==> config.mk <==
export PLATFORM = sky130hd
export DESIGN_NAME = cff_charset_parser_flat
export DESIGN_NICKNAME = d
export VERILOG_FILES = /design/src/ccp_pkg.sv /design/src/ccp_if.sv /design/src/ccp_front.sv /design/src/ccp_back.sv /design/src/cff_charset_parser.sv /design/src/flat_wrapper.sv
export SDC_FILE = /design/constraint.sdc
export NUM_CORES = 1
export LEC_CHECK = 0
export BUFFER_PORTS_ARGS = -buffer_cell sky130_fd_sc_hd__buf_2
export CORE_ASPECT_RATIO = 0.8
export CORE_UTILIZATION = 50
export DETAILED_ROUTE_END_ITERATION = 7
export GPL_TIMING_DRIVEN = 0
export MAX_ROUTING_LAYER = met4
export PLACE_DENSITY = 0.69
export SLEW_MARGIN = 20
export SYNTH_ARGS = -nofsm -noshare
export SYNTH_HDL_FRONTEND = slang
export SYNTH_SLANG_ARGS = --single-unit
==> constraint.sdc <==
create_clock -name clk_i -period 6.4 [get_ports clk_i]
set_input_delay 0.96 -clock clk_i [delete_from_list [all_inputs] [get_ports clk_i]]
set_output_delay 0.96 -clock clk_i [all_outputs]
set_load 0.02 [all_outputs]
==> src/ccp_pkg.sv <==
// Charset parser package: op, queue-head and register index types, kind codes,
// queue sizing. No dependencies.
package ccp_pkg;

  localparam int unsigned QueueDepth = 2;
  localparam int unsigned QueuePtrW  = $clog2(QueueDepth);
  localparam int unsigned QueueCntW  = $clog2(QueueDepth + 1);

  localparam int unsigned OffsetW = 31;
  localparam int unsigned CountW  = 16;
  localparam int unsigned CfgIdxW = 1;

  typedef enum logic [CfgIdxW-1:0] {
    REG_CHARSET_OFFSET = 1'b0,
    REG_GLYPH_COUNT    = 1'b1
  } reg_idx_e;

  typedef enum logic [2:0] {
    KIND_ISOADOBE   = 3'd0,
    KIND_EXPERT     = 3'd1,
    KIND_EXP_SUBSET = 3'd2,
    KIND_FORMAT0    = 3'd3,
    KIND_FORMAT1    = 3'd4,
    KIND_FORMAT2    = 3'd5,
    KIND_UNKNOWN    = 3'd6
  } kind_e;

  typedef enum logic {
    OP_START = 1'b0,
    OP_BYTE  = 1'b1
  } op_kind_e;

  typedef struct packed {
    op_kind_e   kind;
    logic [7:0] data;
  } op_t;

  typedef struct packed {
    logic valid;
    op_t  op;
  } queue_head_t;

endpackage

==> src/ccp_if.sv <==
// Channel interfaces of the charset parser: table items, results, config writes.
// Depends on ccp_pkg.
interface ccp_in_if;
  logic       valid;
  logic       ready;
  logic       command;
  logic [7:0] byte_value;
  modport source (output valid, command, byte_value, input ready);
  modport sink (input valid, command, byte_value, output ready);
endinterface

interface ccp_out_if;
  logic        valid;
  logic        ready;
  logic [2:0]  kind;
  logic        is_record;
  logic [15:0] first_name;
  logic [15:0] range_left;
  logic        last;
  modport source (output valid, kind, is_record, first_name, range_left, last, input ready);
  modport sink (input valid, kind, is_record, first_name, range_left, last, output ready);
endinterface

interface ccp_cfg_if;
  logic                        valid;
  logic                        ready;
  logic [ccp_pkg::CfgIdxW-1:0] index;
  logic [ccp_pkg::OffsetW-1:0] data;
  modport source (output valid, index, data, input ready);
  modport sink (input valid, index, data, output ready);
endinterface

==> src/ccp_front.sv <==
// Front end: accepts items, classifies them into start / byte ops, queues them.
// Depends on ccp_pkg and ccp_if.
module ccp_front (
  input  logic                 clk_i,
  input  logic                 rst_ni,
  ccp_in_if.sink               in_i,
  output ccp_pkg::queue_head_t head_o,
  input  logic                 pop_i
);

  ccp_pkg::op_t                     mem_q [ccp_pkg::QueueDepth];
  logic [ccp_pkg::QueuePtrW-1:0]    wr_ptr_q, wr_ptr_d;
  logic [ccp_pkg::QueuePtrW-1:0]    rd_ptr_q, rd_ptr_d;
  logic [ccp_pkg::QueueCntW-1:0]    cnt_q, cnt_d;
  logic                             push;
  logic                             pop;
  ccp_pkg::op_t                     new_op;

  assign in_i.ready = (cnt_q != ccp_pkg::QueueCntW'(ccp_pkg::QueueDepth));
  assign push       = in_i.valid && in_i.ready;
  assign pop        = pop_i && (cnt_q != '0);

  always_comb begin
    new_op.kind = in_i.command ? ccp_pkg::OP_BYTE : ccp_pkg::OP_START;
    new_op.data = in_i.byte_value;
  end

  assign head_o.valid = (cnt_q != '0);
  assign head_o.op    = mem_q[rd_ptr_q];

  always_comb begin
    wr_ptr_d = wr_ptr_q;
    rd_ptr_d = rd_ptr_q;
    cnt_d    = cnt_q;
    if (push) begin
      wr_ptr_d = (wr_ptr_q == ccp_pkg::QueuePtrW'(ccp_pkg::QueueDepth - 1)) ? '0
                                                                           : wr_ptr_q + 1'b1;
    end
    if (pop) begin
      rd_ptr_d = (rd_ptr_q == ccp_pkg::QueuePtrW'(ccp_pkg::QueueDepth - 1)) ? '0
                                                                           : rd_ptr_q + 1'b1;
    end
    if (push && !pop) begin
      cnt_d = cnt_q + 1'b1;
    end else if (pop && !push) begin
      cnt_d = cnt_q - 1'b1;
    end
  end

  always_ff @(posedge clk_i or negedge rst_ni) begin
    if (!rst_ni) begin
      wr_ptr_q <= '0;
      rd_ptr_q <= '0;
      cnt_q    <= '0;
    end else begin
      wr_ptr_q <= wr_ptr_d;
      rd_ptr_q <= rd_ptr_d;
      cnt_q    <= cnt_d;
    end
  end

  always_ff @(posedge clk_i) begin
    if (push) begin
      mem_q[wr_ptr_q] <= new_op;
    end
  end

endmodule

==> src/ccp_back.sv <==
// Back end: config registers, charset parse state machine, result register.
// Depends on ccp_pkg and ccp_if.
module ccp_back (
  input  logic                 clk_i,
  input  logic                 rst_ni,
  ccp_cfg_if.sink              cfg_i,
  input  ccp_pkg::queue_head_t head_i,
  output logic                 pop_o,
  ccp_out_if.source            out_o
);

  typedef enum logic [1:0] {
    PH_IDLE    = 2'd0,
    PH_FORMAT  = 2'd1,
    PH_RECORDS = 2'd2
  } phase_e;

  logic [ccp_pkg::OffsetW-1:0] offset_q;
  logic [ccp_pkg::CountW-1:0]  gcount_q;

  phase_e        phase_q, phase_d;
  logic [1:0]    fmt_q, fmt_d;
  logic [1:0]    pos_q, pos_d;
  logic [23:0]   asm_q, asm_d;
  logic [16:0]   covered_q, covered_d;
  logic [15:0]   names_q, names_d;

  logic          ovalid_q, ovalid_d;
  ccp_pkg::kind_e okind_q, okind_d;
  logic          orec_q, orec_d;
  logic [15:0]   ofirst_q, ofirst_d;
  logic [15:0]   oleft_q, oleft_d;
  logic          olast_q, olast_d;
  logic          emit;

  logic [16:0]   eff_count;
  logic [31:0]   acc;
  logic [1:0]    need_m1;
  logic [15:0]   rec_first;
  logic [15:0]   rec_left;
  logic [16:0]   cov_sum;
  logic [15:0]   names_dec;

  assign cfg_i.ready = 1'b1;

  always_ff @(posedge clk_i or negedge rst_ni) begin
    if (!rst_ni) begin
      offset_q <= '0;
      gcount_q <= ccp_pkg::CountW'(1);
    end else if (cfg_i.valid) begin
      unique case (ccp_pkg::reg_idx_e'(cfg_i.index))
        ccp_pkg::REG_CHARSET_OFFSET: offset_q <= cfg_i.data;
        ccp_pkg::REG_GLYPH_COUNT:    gcount_q <= cfg_i.data[ccp_pkg::CountW-1:0];
        default: ;
      endcase
    end
  end

  assign pop_o = head_i.valid && (!ovalid_q || out_o.ready);

  assign eff_count = (gcount_q == '0) ? 17'd1 : {1'b0, gcount_q};
  assign acc       = {asm_q, head_i.op.data};
  assign names_dec = names_q - 16'd1;

  always_comb begin
    unique case (fmt_q)
      2'd0:    need_m1 = 2'd1;
      2'd1:    need_m1 = 2'd2;
      default: need_m1 = 2'd3;
    endcase
    unique case (fmt_q)
      2'd0: begin
        rec_first = acc[15:0];
        rec_left  = '0;
      end
      2'd1: begin
        rec_first = acc[23:8];
        rec_left  = {8'd0, acc[7:0]};
      end
      default: begin
        rec_first = acc[31:16];
        rec_left  = acc[15:0];
      end
    endcase
    cov_sum = covered_q + 17'd1 + {1'b0, rec_left};
  end

  always_comb begin
    phase_d   = phase_q;
    fmt_d     = fmt_q;
    pos_d     = pos_q;
    asm_d     = asm_q;
    covered_d = covered_q;
    names_d   = names_q;
    emit      = 1'b0;
    okind_d   = okind_q;
    orec_d    = 1'b0;
    ofirst_d  = '0;
    oleft_d   = '0;
    olast_d   = 1'b1;

    if (pop_o) begin
      if (head_i.op.kind == ccp_pkg::OP_START) begin
        pos_d     = '0;
        asm_d     = '0;
        covered_d = 17'd1;
        fmt_d     = '0;
        if (offset_q <= ccp_pkg::OffsetW'(2)) begin
          phase_d = PH_IDLE;
          names_d = '0;
          emit    = 1'b1;
          okind_d = ccp_pkg::kind_e'({1'b0, offset_q[1:0]});
        end else begin
          phase_d = PH_FORMAT;
          names_d = eff_count[15:0] - 16'd1;
        end
      end else begin
        unique case (phase_q)
          PH_FORMAT: begin
            if (head_i.op.data > 8'd2) begin
              phase_d = PH_IDLE;
              emit    = 1'b1;
              okind_d = ccp_pkg::KIND_UNKNOWN;
            end else begin
              fmt_d = head_i.op.data[1:0];
              pos_d = '0;
              asm_d = '0;
              if ((head_i.op.data == 8'd0) ? (names_q == '0) : (covered_q >= eff_count)) begin
                phase_d = PH_IDLE;
                emit    = 1'b1;
                okind_d = ccp_pkg::kind_e'(3'd3 + {1'b0, head_i.op.data[1:0]});
              end else begin
                phase_d = PH_RECORDS;
              end
            end
          end
          PH_RECORDS: begin
            if (pos_q < need_m1) begin
              asm_d = acc[23:0];
              pos_d = pos_q + 2'd1;
            end else begin
              pos_d    = '0;
              asm_d    = '0;
              emit     = 1'b1;
              okind_d  = ccp_pkg::kind_e'(3'd3 + {1'b0, fmt_q});
              orec_d   = 1'b1;
              ofirst_d = rec_first;
              oleft_d  = rec_left;
              if (fmt_q == 2'd0) begin
                names_d = names_dec;
                olast_d = (names_dec == '0);
              end else begin
                covered_d = cov_sum;
                olast_d   = (cov_sum >= eff_count);
              end
              if (olast_d) begin
                phase_d = PH_IDLE;
              end
            end
          end
          default: ;
        endcase
      end
    end

    ovalid_d = emit || (ovalid_q && !out_o.ready);
  end

  always_ff @(posedge clk_i or negedge rst_ni) begin
    if (!rst_ni) begin
      phase_q   <= PH_IDLE;
      fmt_q     <= '0;
      pos_q     <= '0;
      asm_q     <= '0;
      covered_q <= 17'd1;
      names_q   <= '0;
      ovalid_q  <= 1'b0;
      okind_q   <= ccp_pkg::KIND_ISOADOBE;
      orec_q    <= 1'b0;
      ofirst_q  <= '0;
      oleft_q   <= '0;
      olast_q   <= 1'b0;
    end else begin
      phase_q   <= phase_d;
      fmt_q     <= fmt_d;
      pos_q     <= pos_d;
      asm_q     <= asm_d;
      covered_q <= covered_d;
      names_q   <= names_d;
      ovalid_q  <= ovalid_d;
      if (emit) begin
        okind_q  <= okind_d;
        orec_q   <= orec_d;
        ofirst_q <= ofirst_d;
        oleft_q  <= oleft_d;
        olast_q  <= olast_d;
      end
    end
  end

  assign out_o.valid      = ovalid_q;
  assign out_o.kind       = okind_q;
  assign out_o.is_record  = orec_q;
  assign out_o.first_name = ofirst_q;
  assign out_o.range_left = oleft_q;
  assign out_o.last       = olast_q;

endmodule

==> src/cff_charset_parser.sv <==
// Charset table parser, top level: front queue feeding the parse back end.
// Items are queued when accepted; any result is loaded into the result register
// when the back end pops its op. Throughput: one item per cycle while the queue
// has room; the back end retires one op per cycle while the result register
// is free or being taken. Reset: asynchronous, active low; config returns to
// offset 0, glyph count 1, parser idle, queue and result register empty.
module cff_charset_parser (
  input  logic      clk_i,
  input  logic      rst_ni,
  ccp_in_if.sink    in_i,
  ccp_cfg_if.sink   cfg_i,
  ccp_out_if.source out_o
);

  ccp_pkg::queue_head_t head;
  logic                 pop;

  ccp_front u_front (
    .clk_i  (clk_i),
    .rst_ni (rst_ni),
    .in_i   (in_i),
    .head_o (head),
    .pop_i  (pop)
  );

  ccp_back u_back (
    .clk_i  (clk_i),
    .rst_ni (rst_ni),
    .cfg_i  (cfg_i),
    .head_i (head),
    .pop_o  (pop),
    .out_o  (out_o)
  );

endmodule

==> src/flat_wrapper.sv <==
// flat-port wrapper written by rule: the top's interface ports become plain ports
module cff_charset_parser_flat 
  (clk_i, rst_ni, in_i_valid, in_i_command, in_i_byte_value, in_i_ready, cfg_i_valid, cfg_i_index, cfg_i_data, cfg_i_ready, out_o_valid, out_o_kind, out_o_is_record, out_o_first_name, out_o_range_left, out_o_last, out_o_ready);
  ccp_in_if in_i_i ();
  ccp_cfg_if cfg_i_i ();
  ccp_out_if out_o_i ();
  input  logic clk_i;
  input  logic rst_ni;
  input wire logic [$bits(in_i_i.valid)-1:0] in_i_valid;
  input wire logic [$bits(in_i_i.command)-1:0] in_i_command;
  input wire logic [$bits(in_i_i.byte_value)-1:0] in_i_byte_value;
  output wire logic [$bits(in_i_i.ready)-1:0] in_i_ready;
  input wire logic [$bits(cfg_i_i.valid)-1:0] cfg_i_valid;
  input wire logic [$bits(cfg_i_i.index)-1:0] cfg_i_index;
  input wire logic [$bits(cfg_i_i.data)-1:0] cfg_i_data;
  output wire logic [$bits(cfg_i_i.ready)-1:0] cfg_i_ready;
  output wire logic [$bits(out_o_i.valid)-1:0] out_o_valid;
  output wire logic [$bits(out_o_i.kind)-1:0] out_o_kind;
  output wire logic [$bits(out_o_i.is_record)-1:0] out_o_is_record;
  output wire logic [$bits(out_o_i.first_name)-1:0] out_o_first_name;
  output wire logic [$bits(out_o_i.range_left)-1:0] out_o_range_left;
  output wire logic [$bits(out_o_i.last)-1:0] out_o_last;
  input wire logic [$bits(out_o_i.ready)-1:0] out_o_ready;
  assign in_i_i.valid = in_i_valid;
  assign in_i_i.command = in_i_command;
  assign in_i_i.byte_value = in_i_byte_value;
  assign in_i_ready = in_i_i.ready;
  assign cfg_i_i.valid = cfg_i_valid;
  assign cfg_i_i.index = cfg_i_index;
  assign cfg_i_i.data = cfg_i_data;
  assign cfg_i_ready = cfg_i_i.ready;
  assign out_o_valid = out_o_i.valid;
  assign out_o_kind = out_o_i.kind;
  assign out_o_is_record = out_o_i.is_record;
  assign out_o_first_name = out_o_i.first_name;
  assign out_o_range_left = out_o_i.range_left;
  assign out_o_last = out_o_i.last;
  assign out_o_i.ready = out_o_ready;
  cff_charset_parser u_core (.clk_i(clk_i), .rst_ni(rst_ni), .in_i(in_i_i), .cfg_i(cfg_i_i), .out_o(out_o_i));
endmodule
==> flow_summary.yaml, run 1 <==
run_status:
  status: "finished, final reports clean"
clock_tree:
  cts_root_buf: "clkbuf_16"
  htreeDepth: 4
  cts_tree: "done"
  numCtsBuffers: 17
  cts.reportedPaths.clkPinSlew_ns: 0.08
  cts.sinks: 170
  cts.path.max_buffers: 2
  insertion_delay_ns: 0.44
  postCtsSetupBuffers: 0
critical_path:
  path_max_fanout: 10
  startpoint_type: "flop"
  end_kind: "flop"
  criticalPathCategory: "reg -> reg"
  arrival_ns: 6.23
  crit_required_ns: 6.69
placed_design:
  dpl.hpwl_mm: 18.98
  port-buffer-count: 84
  place_area_um2: 10360
  dp_slack_ns: 0.3129
  place_congestion: 0.9161
floorplanning:
  core_um2: 18440
  boundaryPins: 86
  dieArea_um2: 19730
  row_count: 44
  start_util_pct: 51.98
  die_h_um: 125.9
  fp.dieW_um: 156.8
power:
  power_density_nw_per_um2: 332.3
  power_w: 0.003639
  peakVddDrop_mv: 0.1860
  cellLeakagePower_nw: 4.968
synth:
  synth_edf_count: 18
  synth_fa_ha_area_share_pct: 8.301
  synth_top_family_by_area: "compound AO/OA/AOI/OAI gates"
  yosys.area_share.simple_pct: 14.55
  ys_seq_area_share_pct: 45.34
  synth_compound_area_share_pct: 18.53
  synth_top_flop_cell: "dfrtp_1"
  avgSynthCellArea_um2: 10.05
  ys_types: 70
  netlist.area_leader.share_pct: 39.15
  ys_async_sr_fraction_pct: 89.41
  synth_largest_area_cell: "dfrtp_1"
  yosys.area_share.xor_xnor_pct: 2.649
  netlist_instances: 954
  syn-cell-area_um2: 9587
  ys_seq_elements: 170
  yosys-mux-area-fraction_pct: 7.061
  ys_warn_count: 0
  synthesis.nets: 1063
  synthTopCellsByArea: "dfrtp_1 39%, ha_1 8.1%, mux2_2 6.2%"
route:
  avgRoutedWirePerCell_um: 19.28
  top_layer_used: "met4"
  met2_wirelength_mm: 10.73
  firstDrtPassIters: 6
  routed_wl_mm: 25.53
  via_per_inst: 6.032
  drc: 0
  initialDrtViolationCount: 788
  drt-met1-wl_mm: 12.30
  antenna_left: 0
  route.vias.total: 7986
  wl_met3_mm: 2.236
global_route:
  grt-ovfl-total: 0
  grt_max_degree: 79
  antenna_found_initial: 0
  grt_pass1_vias: 7677
  grt_use_total_pct: 28.27
  grt_pass1_wl_mm: 41.63
final_layout:
  stdcell_area_um2: 10950
  area_growth_pct: 14.23
  multi_input_area_um2: 4912
  fill_cells: 1619
  fin_nets: 1167
  drive_above_1_share_pct: 18.58
  regArea_um2: 4347
  utilization_pct: 59.38
  antennaDiodeCount: 0
timing:
  skew_ns: 0.01723
  rsz0062_at_grt: "false"
  maxSlewViolCount: 0
  fmax_mhz: 168.2
  fin_setup_tns_ns: 0
  setup_viol: 0
  post-route-period-util_pct: 92.87
  worst_slew_pin_slew_ns: 1.085
  period_needed_ns: 5.944
  finalHoldViolations: 0
  layout_setup_ws_ns: 0.4564
  slew_headroom_pct: 27.10
job:
  cap_viol_max_count: 0
min_path:
  min-delay-path-class: "reg -> reg"
==> sequential cells by signal (all words and copies together), names as in the netlist, 3 cells and up <==
name,count
u_core.u_back.asm_q,24
u_core.u_back.covered_q,17
u_core.u_back.gcount_q,16
u_core.u_back.names_q,16
u_core.u_back.offset_q,31
u_core.u_back.out_o.first_name,16
u_core.u_back.out_o.kind,3
u_core.u_back.out_o.range_left,16
u_core.u_front.mem_q,18
==> Yosys cell counts, types with 5 or more instances <==
cell and instances:
a211oi_1 7, a21o_1 6, a21oi_1 44, a221oi_1 9
a22o_1 32, a31oi_1 7, and2_1 9, buf_2 6
clkbuf_1 32, dfrtp_1 150, edfxtp_1 18, ha_1 62
inv_1 36, mux2_2 53, mux2i_1 8, nand2_1 130
nand2b_1 7, nand3_1 15, nand4_1 11, nor2_1 52
nor2b_1 5, nor3_1 20, nor4_1 15, o211ai_1 5
o21a_1 6, o21ai_0 64, o31ai_1 40, o32ai_1 5
xnor2_1 19, xor2_1 10
==> final cells by class <==
| type | count | area share [%] |
|---|---|---|
| Multi-Input combinational cell | 704 | 44.86 |
| Clock inverter | 14 | 1.371 |
| Buffer | 44 | 1.851 |
| Inverter | 36 | 1.234 |
| Tap cell | 253 | 2.891 |
| Timing Repair Buffer | 85 | 4.182 |
| Clock buffer | 18 | 3.919 |
| Sequential cell | 170 | 39.69 |
==> metrics by stage <==
| stage | hold WS [ns] | cells |
|---|---|---|
| after floorplan | 0.4478 | 954 |
| after global placement | 0.4564 | 1291 |
| after detailed placement | 0.4604 | 1292 |
| after CTS | 0.4764 | 1324 |
| after global routing | 0.5058 | 1324 |
| final | 0.4730 | 1324 |
==> critical path, cell delays in order (launching register included) <==
cell	delay (ns)
dfrtp_1	0.42
inv_1	0.10
ha_1	0.17
clkbuf_1	0.34
inv_1	0.10
clkbuf_1	0.29
o21ai_2	0.37
ha_1	0.26
inv_1	0.06
fa_1	0.42
a211oi_1	0.21
o21ai_0	0.26
o31ai_1	0.31
nand2_1	0.13
a311oi_1	0.31
nor2_1	0.11
ha_1	0.34
nand4_1	0.17
nor4_1	0.45
a41oi_1	0.17
a31oi_1	0.29
a41oi_1	0.14
o31ai_1	0.23
a21oi_1	0.13
==> timing repair <==
| action | 4_1_cts | 5_1_grt |
|---|---|---|
| hold buffers | 0 | 0 |
| resized for setup | 0 | 3 |
| hold endpoints to repair | 0 | 0 |
| endpoints found under the setup margin | 0 | 3 |
==> cell families after synthesis <==
family | count (synthesis)
AOI/OAI and AO/OA | 260
xor gates and xnor gates | 29
adders and majority gates | 63
buffers and inverters | 80
DFF | 170
muxes | 61
other | 1
and+or+nand+nor | 290
==> power by group <==
part / switching [W] / total (W) / internal (W)
logic: 0.000794 / 0.00121 / 0.000416
clock network: 0.000504 / 0.00103 / 0.000523
registers: 0.000156 / 0.00140 / 0.00125
==> metal layers <==
layer	vias up	global-route usage [%]
met3	31	7.743
met4	0	5.363
met1	3896	42.24
met5	-	-
met2	327	38.07
li1	3732	-
==> placed cells by master (no fill, tap or decap), drive strengths merged, types with 8 or more instances in the layout <==
| master | count |
|---|---|
| a211oi | 8 |
| clkbuf | 50 |
| o31ai | 40 |
| o21ai | 67 |
| a221oi | 9 |
| buf | 97 |
| xnor2 | 19 |
| nand2 | 130 |
| dfrtp | 150 |
| a22o | 32 |
| edfxtp | 18 |
| inv | 44 |
| ha | 62 |
| nand4 | 11 |
| nor4 | 17 |
| nor3 | 20 |
| mux2i | 8 |
| mux2 | 53 |
| xor2 | 10 |
| nor2 | 52 |
| and2 | 9 |
| nand3 | 15 |
| a21oi | 44 |
==> worst paths after layout <==
kind	startpoint	end	slack, ns	cells after the start
max	u_core.u_back.fmt_q[0]$_DFFE_PN0P_	u_core.u_back.phase_q[0]$_DFFE_PN0P_	0.46	23
min	u_core.u_back.out_o.first_name[9]$_DFFE_PN0P_	u_core.u_back.out_o.first_name[9]$_DFFE_PN0P_	0.47	2
min in group asynchronous	rst_ni	u_core.u_back.out_o.first_name[13]$_DFFE_PN0P_	0.49	1
min reg2reg	u_core.u_back.out_o.first_name[9]$_DFFE_PN0P_	u_core.u_back.out_o.first_name[9]$_DFFE_PN0P_	0.47	2
max reg2reg	u_core.u_back.fmt_q[0]$_DFFE_PN0P_	u_core.u_back.phase_q[0]$_DFFE_PN0P_	0.46	23
max in group asynchronous	rst_ni	u_core.u_back.gcount_q[0]$_DFFE_PN1P_	5.07	2
Note: power is estimated with default switching activity, not from simulation.
==> run 2, diff against run 1 <==
--- a/config.mk
+++ b/config.mk
@@ -9,10 +9,11 @@
 export CORE_ASPECT_RATIO = 0.8
 export CORE_UTILIZATION = 50
 export DETAILED_ROUTE_END_ITERATION = 7
-export GPL_TIMING_DRIVEN = 0
 export MAX_ROUTING_LAYER = met4
 export PLACE_DENSITY = 0.69
+export SKIP_LAST_GASP = 1
 export SLEW_MARGIN = 20
 export SYNTH_ARGS = -nofsm -noshare
 export SYNTH_HDL_FRONTEND = slang
 export SYNTH_SLANG_ARGS = --single-unit
+export TNS_END_PERCENT = 1
==> flow_summary.yaml, run 2 (synthesis results as in run 1) <==
run_status:
  status: "finished, final reports clean"
timing:
  skew_ns: 0.01237
  post-route-period-util_pct: 81.54
  whs_ns: 0.4698
  fin_setup_tns_ns: 0
  finalHoldViolations: 0
  setup_viol: 0
  rsz0062_at_grt: "false"
  slew_headroom_pct: 30.93
  maxSlewViolCount: 0
  fmax_mhz: 191.6
  worst_slew_pin_slew_ns: 1.033
  period_needed_ns: 5.219
route:
  via_per_inst: 5.968
  antenna_left: 0
  drc: 0
  initialDrtViolationCount: 727
  firstDrtPassIters: 6
  route.vias.total: 7717
  avgRoutedWirePerCell_um: 18.53
  routed_wl_mm: 23.96
global_route:
  grt-ovfl-total: 0
  antenna_found_initial: 0
  grt_pass1_vias: 7409
  grt_pass1_wl_mm: 39.47
  grt_max_degree: 93
  grt_use_total_pct: 26.64
critical_path:
  arrival_ns: 5.50
  reg2reg_depth: 19
  startpoint_type: "flop"
  crit_required_ns: 6.68
  path_max_fanout: 13
  criticalPathCategory: "reg -> reg"
  end_kind: "flop"
clock_tree:
  cts_resized: 0
  numCtsBuffers: 17
  cts_tree: "done"
  hold_buffers: 0
  cts_root_buf: "clkbuf_16"
  cts.path.max_buffers: 2
  htreeDepth: 4
  postCtsSetupBuffers: 0
  insertion_delay_ns: 0.43
  cts.sinks: 170
  cts.reportedPaths.clkPinSlew_ns: 0.07
floorplanning:
  fp.dieW_um: 156.8
  boundaryPins: 86
  start_util_pct: 51.98
  die_h_um: 125.9
  core_um2: 18440
  dieArea_um2: 19730
  row_count: 44
final_layout:
  stdcell_count: 1293
  layout_commonest_cell: "dfrtp_1"
  drive_above_1_share_pct: 19.25
  mostFrequentLayoutCells: "150 x dfrtp_1, 130 x nand2_1, 83 x buf_2"
  multi_input_area_um2: 4915
  regArea_um2: 4347
  largest_reg_flops: 31
  top_register: "u_core.u_back.offset_q"
  fill_cells: 1612
  area_growth_pct: 12.95
  top_regs: "u_core.u_back.offset_q: 31 flops, u_core.u_back.asm_q: 24 flops, u_core.u_front.mem_q: 18 flops"
  fin_nets: 1135
power:
  cellLeakagePower_nw: 4.932
  peakVddDrop_mv: 0.1833
  power_density_nw_per_um2: 328.9
  power_w: 0.003562
placed_design:
  port-buffer-count: 84
  place_congestion: 0.9353
  dpl.hpwl_mm: 17.43
  dp.cells: 1260
min_path:
  worstHoldPathCells: 2
  min-delay-path-class: "reg -> reg"
job:
  cap_viol_max_count: 0
==> run 2: final timing paths <==
check	startpoint	to	slack, ns
max reg2reg	u_core.u_front.rd_ptr_q$_DFFE_PN0P_	u_core.u_back.phase_q[0]$_DFFE_PN0P_	1.18
max	u_core.u_front.rd_ptr_q$_DFFE_PN0P_	u_core.u_back.phase_q[0]$_DFFE_PN0P_	1.18
min reg2reg	u_core.u_back.out_o.first_name[0]$_DFFE_PN0P_	u_core.u_back.out_o.first_name[0]$_DFFE_PN0P_	0.47
min	u_core.u_back.out_o.first_name[0]$_DFFE_PN0P_	u_core.u_back.out_o.first_name[0]$_DFFE_PN0P_	0.47
min in group asynchronous	rst_ni	u_core.u_back.out_o.first_name[9]$_DFFE_PN0P_	0.60
max in group asynchronous	rst_ni	u_core.u_back.offset_q[13]$_DFFE_PN0P_	4.46
==> run 2: stage by stage <==
step	worst slack (ns)	utilization, %	instance area (µm²)
floorplan	1.861	-	9587
global placement	1.446	55.50	10230
detailed placement	1.303	55.50	10230
CTS	1.282	58.68	10820
global route	0.7023	58.70	10830
finish	1.181	58.71	10830
==> run 2: worst max-delay path, cell delays in order (launching register included) <==
cell	delay (ns)
dfrtp_1	0.73
mux2_2	0.45
o21ai_0	0.20
ha_1	0.27
inv_1	0.06
fa_1	0.42
a211oi_1	0.24
o21ai_0	0.27
o31ai_1	0.26
nand2_1	0.12
a311oi_1	0.27
nor2_1	0.10
ha_1	0.32
nand4_1	0.16
nor4_1	0.43
a41oi_1	0.16
a31oi_1	0.26
a41oi_1	0.08
o31ai_1	0.16
a21oi_1	0.12
==> run 2: where the power goes <==
group | leakage, nW | total, W | internal (W) | switching, W
logic | 2.51 | 0.00110 | 0.000393 | 0.000710
clock network | 0.285 | 0.00104 | 0.000588 | 0.000454
registers | 2.13 | 0.00142 | 0.00125 | 0.000171
total | 4.93 | 0.00356 | 0.00223 | 0.00134
==> run 2: cell type report <==
| type | count | share of cell area (%) |
|---|---|---|
| Inverter | 36 | 1.248 |
| Multi-Input combinational cell | 704 | 45.39 |
| Clock buffer | 19 | 3.998 |
| Sequential cell | 170 | 40.14 |
| Timing Repair Buffer | 97 | 4.842 |
| Antenna cell | 1 | 0.02311 |
| Tap cell | 253 | 2.924 |
| Clock inverter | 13 | 1.433 |
==> run 2: metal layers <==
layer	up-vias	routed length [µm]	global-route usage (%)
met4	0	309	6.171
met5	-	0	-
met2	264	10180	36.42
met3	29	2121	8.981
met1	3750	11350	37.80
li1	3674	-	-
==> run 3, diff against run 2 <==
--- a/config.mk
+++ b/config.mk
@@ -5,12 +5,13 @@
 export SDC_FILE = /design/constraint.sdc
 export NUM_CORES = 1
 export LEC_CHECK = 0
+export ABC_AREA = 1
 export BUFFER_PORTS_ARGS = -buffer_cell sky130_fd_sc_hd__buf_2
 export CORE_ASPECT_RATIO = 0.8
 export CORE_UTILIZATION = 50
 export DETAILED_ROUTE_END_ITERATION = 7
 export MAX_ROUTING_LAYER = met4
-export PLACE_DENSITY = 0.69
+export PLACE_DENSITY = 0.72
 export SKIP_LAST_GASP = 1
 export SLEW_MARGIN = 20
 export SYNTH_ARGS = -nofsm -noshare
==> constraint.sdc (replaced) <==
create_clock -name clk_i -period 4.2 [get_ports clk_i]
set_input_delay 0.63 -clock clk_i [delete_from_list [all_inputs] [get_ports clk_i]]
set_output_delay 0.63 -clock clk_i [all_outputs]
set_load 0.02 [all_outputs]
==> flow_summary.yaml, run 3 <==
global_route:
  grt_pass1_wl_mm: 39.23
  grt_pass1_vias: 7605
  grt-ovfl-total: 0
  antenna_found_initial: 0
  grt_max_degree: 107
  grt_use_total_pct: 26.32
final_layout:
  drive_above_1_share_pct: 18.46
  fin_nets: 1358
  layout_commonest_cell: "nand2_1"
  mostFrequentLayoutCells: "261 x nand2_1, 149 x dfrtp_1, 140 x inv_1"
  top_regs: "u_core.u_back.offset_q: 31 flops, u_core.u_back.asm_q: 24 flops, u_core.u_front.mem_q: 18 flops"
  largest_reg_flops: 31
  area_growth_pct: 16.23
  antennaDiodeCount: 0
  top_register: "u_core.u_back.offset_q"
  stdcell_area_um2: 11170
clock_tree:
  cts_root_buf: "clkbuf_16"
  htreeDepth: 4
  insertion_delay_ns: 0.44
  cts_tree: "done"
  cts.path.max_buffers: 2
  numCtsBuffers: 17
  hold_buffers: 0
  cts.sinks: 170
  cts.reportedPaths.clkPinSlew_ns: 0.08
timing:
  period_needed_ns: 3.987
  maxSlewViolCount: 0
  post-route-period-util_pct: 94.93
  setup_viol: 0
  fmax_mhz: 250.8
  layout_setup_ws_ns: 0.2129
  slew_headroom_pct: 40.05
  skew_ns: 0.01308
  worst_slew_pin_slew_ns: 0.8960
  finalHoldViolations: 0
synth:
  ys_types: 53
  ys_warn_count: 0
  synthesis.nets: 1261
  syn-cell-area_um2: 9612
  yosys-top-cells-count: "267 x nand2_1, 150 x dfrtp_1, 142 x inv_1"
  synthTopCellsByArea: "dfrtp_1 39%, nand2_1 10%, ha_1 8.1%"
  ys_seq_elements: 170
  synth_largest_area_cell: "dfrtp_1"
  avgSynthCellArea_um2: 8.344
  netlist_instances: 1152
  netlist.area_leader.share_pct: 39.05
  ys_async_sr_fraction_pct: 89.41
  ys_seq_area_share_pct: 45.22
  synth.most_common_cell: "nand2_1"
  synth_edf_count: 18
  synth_top_flop_cell: "dfrtp_1"
floorplanning:
  start_util_pct: 51.96
  fp.dieW_um: 157.0
  boundaryPins: 86
  die_h_um: 126.0
  row_count: 44
  core_um2: 18500
  dieArea_um2: 19790
route:
  via_per_inst: 5.389
  initialDrtViolationCount: 582
  drc: 0
  avgRoutedWirePerCell_um: 15.85
  route.vias.total: 8164
  firstDrtPassIters: 5
  antenna_left: 0
  routed_wl_mm: 24.02
critical_path:
  arrival_ns: 4.37
  path_max_fanout: 7
  end_kind: "flop"
  criticalPathCategory: "reg -> reg"
  crit_required_ns: 4.58
  startpoint_type: "flop"
placed_design:
  place_area_um2: 10330
  place_congestion: 0.9434
  dpl.hpwl_mm: 17.45
  port-buffer-count: 84
  dp_slack_ns: -0.2446
power:
  power_w: 0.005578
  power_density_nw_per_um2: 499.3
  peakVddDrop_mv: 0.2986
  cellLeakagePower_nw: 5.554
job:
  cap_viol_max_count: 0
min_path:
  min-delay-path-class: "in -> async"
run_status:
  status: "finished, final reports clean"
[run 3: changes by cell type after synthesis, sizes merged, moves of 28 or more]
cell	previous run	this run
nand3	15	43
o31ai	40	3
o21ai	67	107
nand2	130	274
inv	36	153
nor2	52	105
mux2	53	15
[run 3: per-layer routing]
layer / vias up / share of wire [%] / global-route usage (%)
met5: - / 0 / -
met4: 0 / 1.1 / 5.140
met3: 20 / 6.7 / 5.988
met2: 235 / 44 / 37.59
met1: 3900 / 48 / 38.30
li1: 4009 / - / -
[run 3: path summary, 6_finish.rpt]
path	start	end	slack [ns]	cells past startpoint
max in group asynchronous	rst_ni	u_core.u_back.covered_q[0]$_DFFE_PN1P_	3.40	2
min in group clk_i	out_o_ready	u_core.u_back.out_o.valid$_DFF_PN0_	0.36	2
max reg2reg	u_core.u_back.fmt_q[0]$_DFFE_PN0P_	u_core.u_back.phase_q[0]$_DFFE_PN0P_	0.21	27
max	u_core.u_back.fmt_q[0]$_DFFE_PN0P_	u_core.u_back.phase_q[0]$_DFFE_PN0P_	0.21	27
min	rst_ni	u_core.u_back.out_o.first_name[14]$_DFFE_PN0P_	0.08	1
min reg2reg	u_core.u_back.out_o.is_record$_DFFE_PN0P_	u_core.u_back.out_o.is_record$_DFFE_PN0P_	0.47	2
[run 3: layout make-up]
type / count / area [µm²]
fill: 1636 / 7326
multi-input combinational: 796 / 4657
sequential: 170 / 4348
timing repair buffer: 108 / 646.9
inverter: 156 / 589.3
clock buffer: 17 / 425.4
tap: 253 / 316.6
clock inverter: 15 / 188.9
[run 3: logic make-up after synthesis]
group | count (synthesis) | synth area share, %
buf+inv | 186 | 7.915
fa+ha+maj | 63 | 8.279
mux | 17 | 1.966
flops | 170 | 45.22
other cells | 1 | 0.03901
xor+xnor | 29 | 2.643
simple gates | 455 | 19.70
compound gates | 231 | 14.24
[run 3: repair_timing]
| item | CTS | global route |
|---|---|---|
| resized for setup | 8 | 36 |
| pin swaps | 0 | 12 |
| setup endpoints to repair | 3 | 3 |
| buffers inserted | 0 | 5 |
[run 3: per-stage QoR]
step,hold slack (ns),setup TNS (ns),instances,util (%)
final,0.07770,0,1515,60.40
after CTS,0.3519,0,1509,59.27
after global placement,0.4492,-0.06376,1477,55.84
after detailed placement,0.4577,-0.6170,1477,55.84
after global routing,0.08939,-0.1419,1515,60.40
after floorplan,0.3344,0,1152,-
[run 3: worst max-delay path, stage by stage (launching register included)]
cell	delay [ns]
dfrtp_2	0.46
inv_2	0.08
ha_4	0.15
nor2_4	0.06
nor2_4	0.24
nor2_1	0.11
ha_1	0.37
nand2_1	0.10
nand2_1	0.07
a21oi_1	0.16
nand2_2	0.11
nand3_2	0.07
nand2_2	0.07
a21boi_2	0.18
buf_4	0.13
o21bai_1	0.06
xor2_1	0.16
ha_1	0.32
nand2_1	0.10
nor3_1	0.06
a31o_2	0.23
a21oi_1	0.15
nand2_2	0.11
nand2_2	0.09
nand3_2	0.08
nand2_1	0.09
nand2_1	0.05
nand2_1	0.05
[run 3: power breakdown]
group	switching (W)	total, W	internal (W)
registers	0.000169	0.00208	0.00191
clock network	0.000798	0.00161	0.000813
logic	0.00128	0.00189	0.000612
total	0.00225	0.00558	0.00333
